`src/rtl/exh_pkg.sv`:
```
// Shared types and codes for the exception handler table.
package exh_pkg;

    typedef enum logic [1:0] {
        FUNC_HDR    = 2'd0,
        FUNC_ENTRY  = 2'd1,
        FUNC_LOOKUP = 2'd2
    } t_func;

    typedef enum logic [1:0] {
        ST_OK   = 2'd0,
        ST_FULL = 2'd1,
        ST_DUP  = 2'd2,
        ST_SEQ  = 2'd3
    } t_status;

    typedef enum logic [2:0] {
        S_IDLE,
        S_DECODE,
        S_WALK,
        S_RESOLVE,
        S_SCAN,
        S_FINISH
    } t_state;

    // Commands from the controller to the datapath.
    typedef struct packed {
        logic    latch;
        logic    set_stat;
        t_status stat;
        logic    entry_wr;
        logic    hdr_wr;
        logic    walk_start;
        logic    walk_step;
        logic    walk_hit;
        logic    scan_start;
        logic    scan_step;
        logic    scan_hit;
        logic    out_load;
    } t_dp_cmd;

    // Conditions reported by the datapath to the controller.
    typedef struct packed {
        t_func func;
        logic  pending_zero;
        logic  fill_zero;
        logic  fill_full;
        logic  cnt_zero;
        logic  hdr_fits;
        logic  walk_match;
        logic  walk_more;
        logic  hit;
        logic  hdr_cnt_zero;
        logic  scan_first_ok;
        logic  scan_match;
        logic  scan_more;
    } t_dp_stat;

endpackage

```
`src/rtl/exh_ctrl.sv`:
```
// Control state machine that sequences each transaction through the datapath.
module exh_ctrl (
    input  logic              i_clk,
    input  logic              i_rst_n,
    input  logic              i_valid,
    output logic              o_ready,
    output logic              o_valid,
    input  logic              i_ready,
    input  exh_pkg::t_dp_stat i_stat,
    output exh_pkg::t_dp_cmd  o_cmd
);

    exh_pkg::t_state r_state, n_state;
    logic            r_out_valid, n_out_valid;

    always_ff @(posedge i_clk) begin
        if (!i_rst_n) begin
            r_state     <= exh_pkg::S_IDLE;
            r_out_valid <= 1'b0;
        end else begin
            r_state     <= n_state;
            r_out_valid <= n_out_valid;
        end
    end

    always_comb begin
        n_state     = r_state;
        o_cmd       = '0;
        o_cmd.stat  = exh_pkg::ST_OK;
        o_ready     = 1'b0;
        n_out_valid = r_out_valid && !i_ready;

        case (r_state)
            exh_pkg::S_IDLE: begin
                o_ready = 1'b1;
                if (i_valid) begin
                    o_cmd.latch = 1'b1;
                    n_state     = exh_pkg::S_DECODE;
                end
            end
            exh_pkg::S_DECODE: begin
                case (i_stat.func)
                    exh_pkg::FUNC_ENTRY: begin
                        if (i_stat.pending_zero) begin
                            o_cmd.set_stat = 1'b1;
                            o_cmd.stat     = exh_pkg::ST_SEQ;
                        end else if (i_stat.fill_full) begin
                            o_cmd.set_stat = 1'b1;
                            o_cmd.stat     = exh_pkg::ST_FULL;
                        end else begin
                            o_cmd.entry_wr = 1'b1;
                        end
                        n_state = exh_pkg::S_FINISH;
                    end
                    exh_pkg::FUNC_HDR, exh_pkg::FUNC_LOOKUP: begin
                        if (i_stat.func == exh_pkg::FUNC_HDR && !i_stat.pending_zero) begin
                            o_cmd.set_stat = 1'b1;
                            o_cmd.stat     = exh_pkg::ST_SEQ;
                            n_state        = exh_pkg::S_FINISH;
                        end else if (i_stat.fill_zero) begin
                            n_state = exh_pkg::S_RESOLVE;
                        end else begin
                            o_cmd.walk_start = 1'b1;
                            n_state          = exh_pkg::S_WALK;
                        end
                    end
                    default: begin
                        o_cmd.set_stat = 1'b1;
                        o_cmd.stat     = exh_pkg::ST_SEQ;
                        n_state        = exh_pkg::S_FINISH;
                    end
                endcase
            end
            exh_pkg::S_WALK: begin
                if (i_stat.walk_match) begin
                    o_cmd.walk_hit = 1'b1;
                    n_state        = exh_pkg::S_RESOLVE;
                end else if (i_stat.walk_more) begin
                    o_cmd.walk_step = 1'b1;
                end else begin
                    n_state = exh_pkg::S_RESOLVE;
                end
            end
            exh_pkg::S_RESOLVE: begin
                n_state = exh_pkg::S_FINISH;
                if (i_stat.func == exh_pkg::FUNC_HDR) begin
                    if (i_stat.hit) begin
                        o_cmd.set_stat = 1'b1;
                        o_cmd.stat     = exh_pkg::ST_DUP;
                    end else if (i_stat.cnt_zero) begin
                        o_cmd.set_stat = 1'b0;
                    end else if (!i_stat.hdr_fits) begin
                        o_cmd.set_stat = 1'b1;
                        o_cmd.stat     = exh_pkg::ST_FULL;
                    end else begin
                        o_cmd.hdr_wr = 1'b1;
                    end
                end else if (i_stat.hit) begin
                    o_cmd.scan_start = 1'b1;
                    if (!i_stat.hdr_cnt_zero && i_stat.scan_first_ok) begin
                        n_state = exh_pkg::S_SCAN;
                    end
                end
            end
            exh_pkg::S_SCAN: begin
                if (i_stat.scan_match) begin
                    o_cmd.scan_hit = 1'b1;
                    n_state        = exh_pkg::S_FINISH;
                end else if (i_stat.scan_more) begin
                    o_cmd.scan_step = 1'b1;
                end else begin
                    n_state = exh_pkg::S_FINISH;
                end
            end
            exh_pkg::S_FINISH: begin
                if (!r_out_valid || i_ready) begin
                    o_cmd.out_load = 1'b1;
                    n_out_valid    = 1'b1;
                    n_state        = exh_pkg::S_IDLE;
                end
            end
            default: begin
                n_state = exh_pkg::S_IDLE;
            end
        endcase
    end

    assign o_valid = r_out_valid;

endmodule

```
`config.mk`:
```
export PLATFORM = sky130hd
export DESIGN_NAME = exh_ctrl
export DESIGN_NICKNAME = d
export VERILOG_FILES = /design/src/rtl/exh_pkg.sv /design/src/rtl/exh_ctrl.sv
export SDC_FILE = /design/constraint.sdc
export NUM_CORES = 1
export LEC_CHECK = 0
export BUFFER_PORTS_ARGS = -buffer_cell sky130_fd_sc_hd__buf_2
export CORE_AREA = 2 2 39 41
export DETAILED_ROUTE_END_ITERATION = 8
export DIE_AREA = 0 0 41 43
export GPL_ROUTABILITY_DRIVEN = 1
export PLACE_DENSITY = 0.67
export RECOVER_POWER = 100
export SLEW_MARGIN = 20
export SYNTH_ARGS = -nofsm -noshare
export SYNTH_HDL_FRONTEND = slang
export SYNTH_SLANG_ARGS = --single-unit
```
`constraint.sdc`:
```
create_clock -name i_clk -period 1.5 [get_ports i_clk]
set_input_delay 0 -clock i_clk [delete_from_list [all_inputs] [get_ports i_clk]]
set_output_delay 0 -clock i_clk [all_outputs]
set_load 0.1 [all_outputs]
```
== After elaboration in Yosys (flattened, before gate mapping) ==
Cells that the tools add are included.
Word-level totals
  bits in registers: 4
  word-level logic and storage cells: 79
  input port bits: 18
  output and inout bits: 15
Operators by class
  reduce and logical (&&, ||, !) cells: 12
  multiplexer cells: 54
  equality and inequality tests: 11
Operators with widths (number)
  2-to-1 mux 3 bit: 16
  2-to-1 mux 1 bit: 32
  one-hot mux 3 bit (6 select lines): 1
  one-hot mux 3 bit (2 select lines): 2
  == test 3 x 2 -> 1 bit (second input constant): 2
  == test 3 bit (second input constant): 2
  2-to-1 mux 2 bit: 3
  != test 3 bit (second input constant): 2
  zero test 1 bit: 4
  != test 2 bit (second input constant): 2
  AND reduction 4 bit: 1
  == test 3 x 1 -> 1 bit (second input constant): 1
  logical AND 1 bit: 3
  zero test 3 bit: 1
  == test 2 x 1 -> 1 bit (second input constant): 1
  == test 2 bit (second input constant): 1
  zero test 2 bit: 1
  OR reduction 2 bit: 1
  logical OR 1 bit: 1

== Logic depth before layout (Yosys ltp) ==
  word-level depth: 6
  mapped depth: 5
  mapped depth without buffers: 4

== Worst setup path before layout ==
No wires, ideal clock.
  path type: flip-flop to output port
  start: reg r_state[0]
  end: out o_cmd[7] (netlist bit)
  buffers on the path: 1
  setup slack: -2.468 ns
  arrival: 3.968 ns
  data required time: 1.500 ns
  stages on the path, launching flop included: 5
  cells stage by stage: dfxtp_1 -> buf_6 -> nand3b_4 -> or3_4 -> nor4b_1
RTL lines
  start, declared: line exh_ctrl.sv:13  | exh_pkg::t_state r_state, n_state;
  start signal, assigned: line exh_ctrl.sv:18  | r_state <= exh_pkg::S_IDLE;
  start signal, assigned: line exh_ctrl.sv:21  | r_state <= n_state;
  end, declared: line exh_ctrl.sv:10  | output exh_pkg::t_dp_cmd o_cmd

==> results.py <==
metrics = {
    "sta": {
        "period_minus_slack_ps": 1560,
        "tns_ps": -126,
        "fmax_ghz": 0.639,
        "final_hold_viol_count": 0,
        "drv_slew": 0,
        "grt_setup_unrepaired": "true",
        "tightest_slew_ps": 541,
        "max_slew_margin_pct": 64.1,
        "finalHoldWorstSlack_ps": 61.4,
        "clock_skew_ps": 3.77,
        "setup_viol": 2,
        "setup_ws_ps": -64.0,
        "min_period_over_period_pct": 104,
    },
    "critical_path": {
        "crit_arrival_ps": 1560,
        "cp.required_ps": 1500,
        "crit_path_max_fanout": 4,
        "worstSetupStartpointType": "flop",
        "slowest_stage": "or3_4",
        "critPathKind": "reg2out",
        "critPathMaxStageDelay_ps": 380,
        "ff2ff_setup_slack_ps": 200,
        "crit_path_cell_trace": "nand3b_4 -> or3_4 -> o41ai_4 -> buf_12",
        "end_kind": "primary output",
    },
    "clocking": {
        "cts_tree": "done",
        "cts-root-buf": "clkbuf_4",
        "numCtsBuffers": 3,
        "cts_hold_buf": 0,
        "htree_levels": 1,
        "insertion_delay_ps": 230,
        "cts_buffer_depth": 2,
        "path_clk_slew_ps": 40,
        "clock_sinks": 4,
    },
    "synthesis": {
        "synth.top_cell.area_share_pct": 18.6,
        "synth_nets": 74,
        "synth_cells": 56,
        "synth.largest_area_cell": "dfxtp_1",
        "ys_seq_area_share_pct": 18.6,
        "synth-async-reset-ratio_pct": 0,
        "synth.most_common_cell": "nor2_1",
        "synth_area_um2": 432,
        "synth_flop_cell": "dfxtp_1",
        "synth-seq-cells": 4,
        "ys_top_cells_by_area": "dfxtp_1, nor2_1, buf_6",
        "synth_edf_count": 0,
        "yosysWarnings": 0,
        "syn_area_per_cell_um2": 7.71,
        "ys_top_cells_by_count": "nor2_1, dfxtp_1, nand2_1",
        "synth.distinct_cells": 31,
    },
    "detailed_routing": {
        "vias_per_cell": 5.13,
        "wl_met3_um": 101,
        "drt_iter0_markers": 14,
        "wirelength_um": 1320,
        "top_layer": "met3",
        "final_antenna_net_count": 0,
        "vias": 554,
        "first_pass_iters": 3,
        "dr_wl_met2_um": 716,
        "drc": 0,
        "wl_met1_um": 505,
        "routedWlPerCell_um": 12.2,
    },
    "grt": {
        "track_usage_pct": 17.2,
        "overflow": 0,
        "antenna_found_initial": 0,
        "grt_pass1_vias": 499,
        "grt_max_degree": 13,
        "grt_pass1_wl_um": 2130,
    },
    "power_and_ir_drop": {
        "sw_frac_of_total_pct": 50.4,
        "p_leak_nw": 0.398,
        "internal_power_w": 0.000354,
        "pwr-share-comb_pct": 63.7,
        "powerDensity_nw_per_um2": 849,
        "p_sw_w": 0.000360,
        "pwr-share-clk_pct": 18.3,
        "power_w": 0.000714,
        "ir_drop_v": 0.000692,
        "pwr-share-seq_pct": 18.0,
    },
    "flow_run": {
        "maxCapViolCount": 0,
    },
    "floorplan": {
        "rows": 14,
        "fp.dieH_um": 43,
        "die_width_um": 41,
        "die-area_um2": 1760,
        "ios": 33,
        "core-area_um2": 1380,
        "initial_core_util_pct": 31.2,
    },
    "placed_design": {
        "port_buffers": 32,
        "place_congestion": 0.710,
        "hpwl_um": 1100,
        "dpl_worst_slack_ps": 157,
    },
    "hold_path": {
        "hp-class": "in2reg",
    },
    "finish": {
        "fillers": 116,
        "multiInputGateArea_um2": 417,
        "diodes": 0,
        "seq_area_um2": 87.6,
        "nNetsFinal": 112,
        "finish.utilization_pct": 60.8,
        "drive_gt1_share_pct": 67.4,
        "area_growth_pct": 94.8,
    },
    "status": {
        "violations": "setup timing",
        "status": "finished, violations left",
    },
}
[per-layer routing]
| metal | GRT usage [%] | up-vias |
|---|---|---|
| met5 | 0 | - |
| met4 | 2.00 | 0 |
| met3 | 5.76 | 0 |
| met2 | 29.7 | 25 |
| met1 | 20.0 | 250 |
| li1 | - | 279 |
[timing repair]
item | in CTS | in global routing
endpoints found under the setup margin | 2 | 7
pin swaps | 0 | 1
buffers inserted | 0 | 1
gates resized for setup | 1 | 3
[sequential cells by signal (all words and copies together) (netlist names)]
register	cells
r_state	3
o_valid	1
[placed cells by master, fill, tap and decap left out, types with 2 or more instances in the layout]
cell and instances:
a21boi_0 2, a21oi_1 2, and2b_2 2, and3_1 2, buf_12 5, buf_2 17, buf_4 5, clkbuf_2 3
clkbuf_4 8, dfxtp_2 3, inv_1 2, nand2_1 2, nand2b_1 2, nand4_1 2, nor2_1 5, nor2_2 2
nor2b_1 2, nor3_4 2, nor4b_4 2, o31ai_1 2
[cell type report]
cell class,instances,share of cell area [%]
clock buffer,3,2.68
inverter,2,0.893
multi-input combinational,47,49.6
sequential,4,10.4
tap,16,2.38
timing repair buffer,36,34.1
[final timing paths]
| kind | to | cells after the start | from |
|---|---|---|---|
| setup reg to reg | r_state[0] | 4 | r_state[1] |
| hold reg to reg | o_valid | 2 | o_valid |
| setup / recovery | o_cmd[9] | 4 | r_state[2] |
| hold / removal | o_valid | 2 | i_rst_n |
[cell families (layout without fill, tap and decap cells)]
logic type / after synthesis / after routing / share of synthesized area [%]
AND/OR/NAND/NOR: 33 / 33 / 50.1
AO/OA/AOI/OAI: 12 / 12 / 18.8
buffers and inverters: 5 / 41 / 7.83
flip-flops: 4 / 4 / 18.6
XOR/XNOR: 1 / 1 / 2.03
multiplexers: 1 / 1 / 2.61
[per-stage QoR]
stage,std cells,instance area [µm²]
finish,108,841
floorplan,56,543
global placement,104,860
CTS,107,885
global route,108,841
detailed placement,104,860
[power by group through the flow]
stage / sequential, W / clock [W] / combinational, W
floorplan: 0.000133 / 0 / 0.000333
global route: 0.000130 / 0.000146 / 0.000476
CTS: 0.000129 / 0.000134 / 0.000469
detailed placement: 0.000131 / 0 / 0.000467
finish: 0.000129 / 0.000131 / 0.000454
global placement: 0.000130 / 0 / 0.000464
[worst max-delay path, delay by kind of cell, from the launching register on]
family / cells / cell delay (ps)
buffers and inverters: 1 / 220
AOI/OAI and AO/OA: 1 / 280
DFF: 1 / 310
and+or+nand+nor: 2 / 520
No activity file was read; power rests on OpenSTA's default activity.
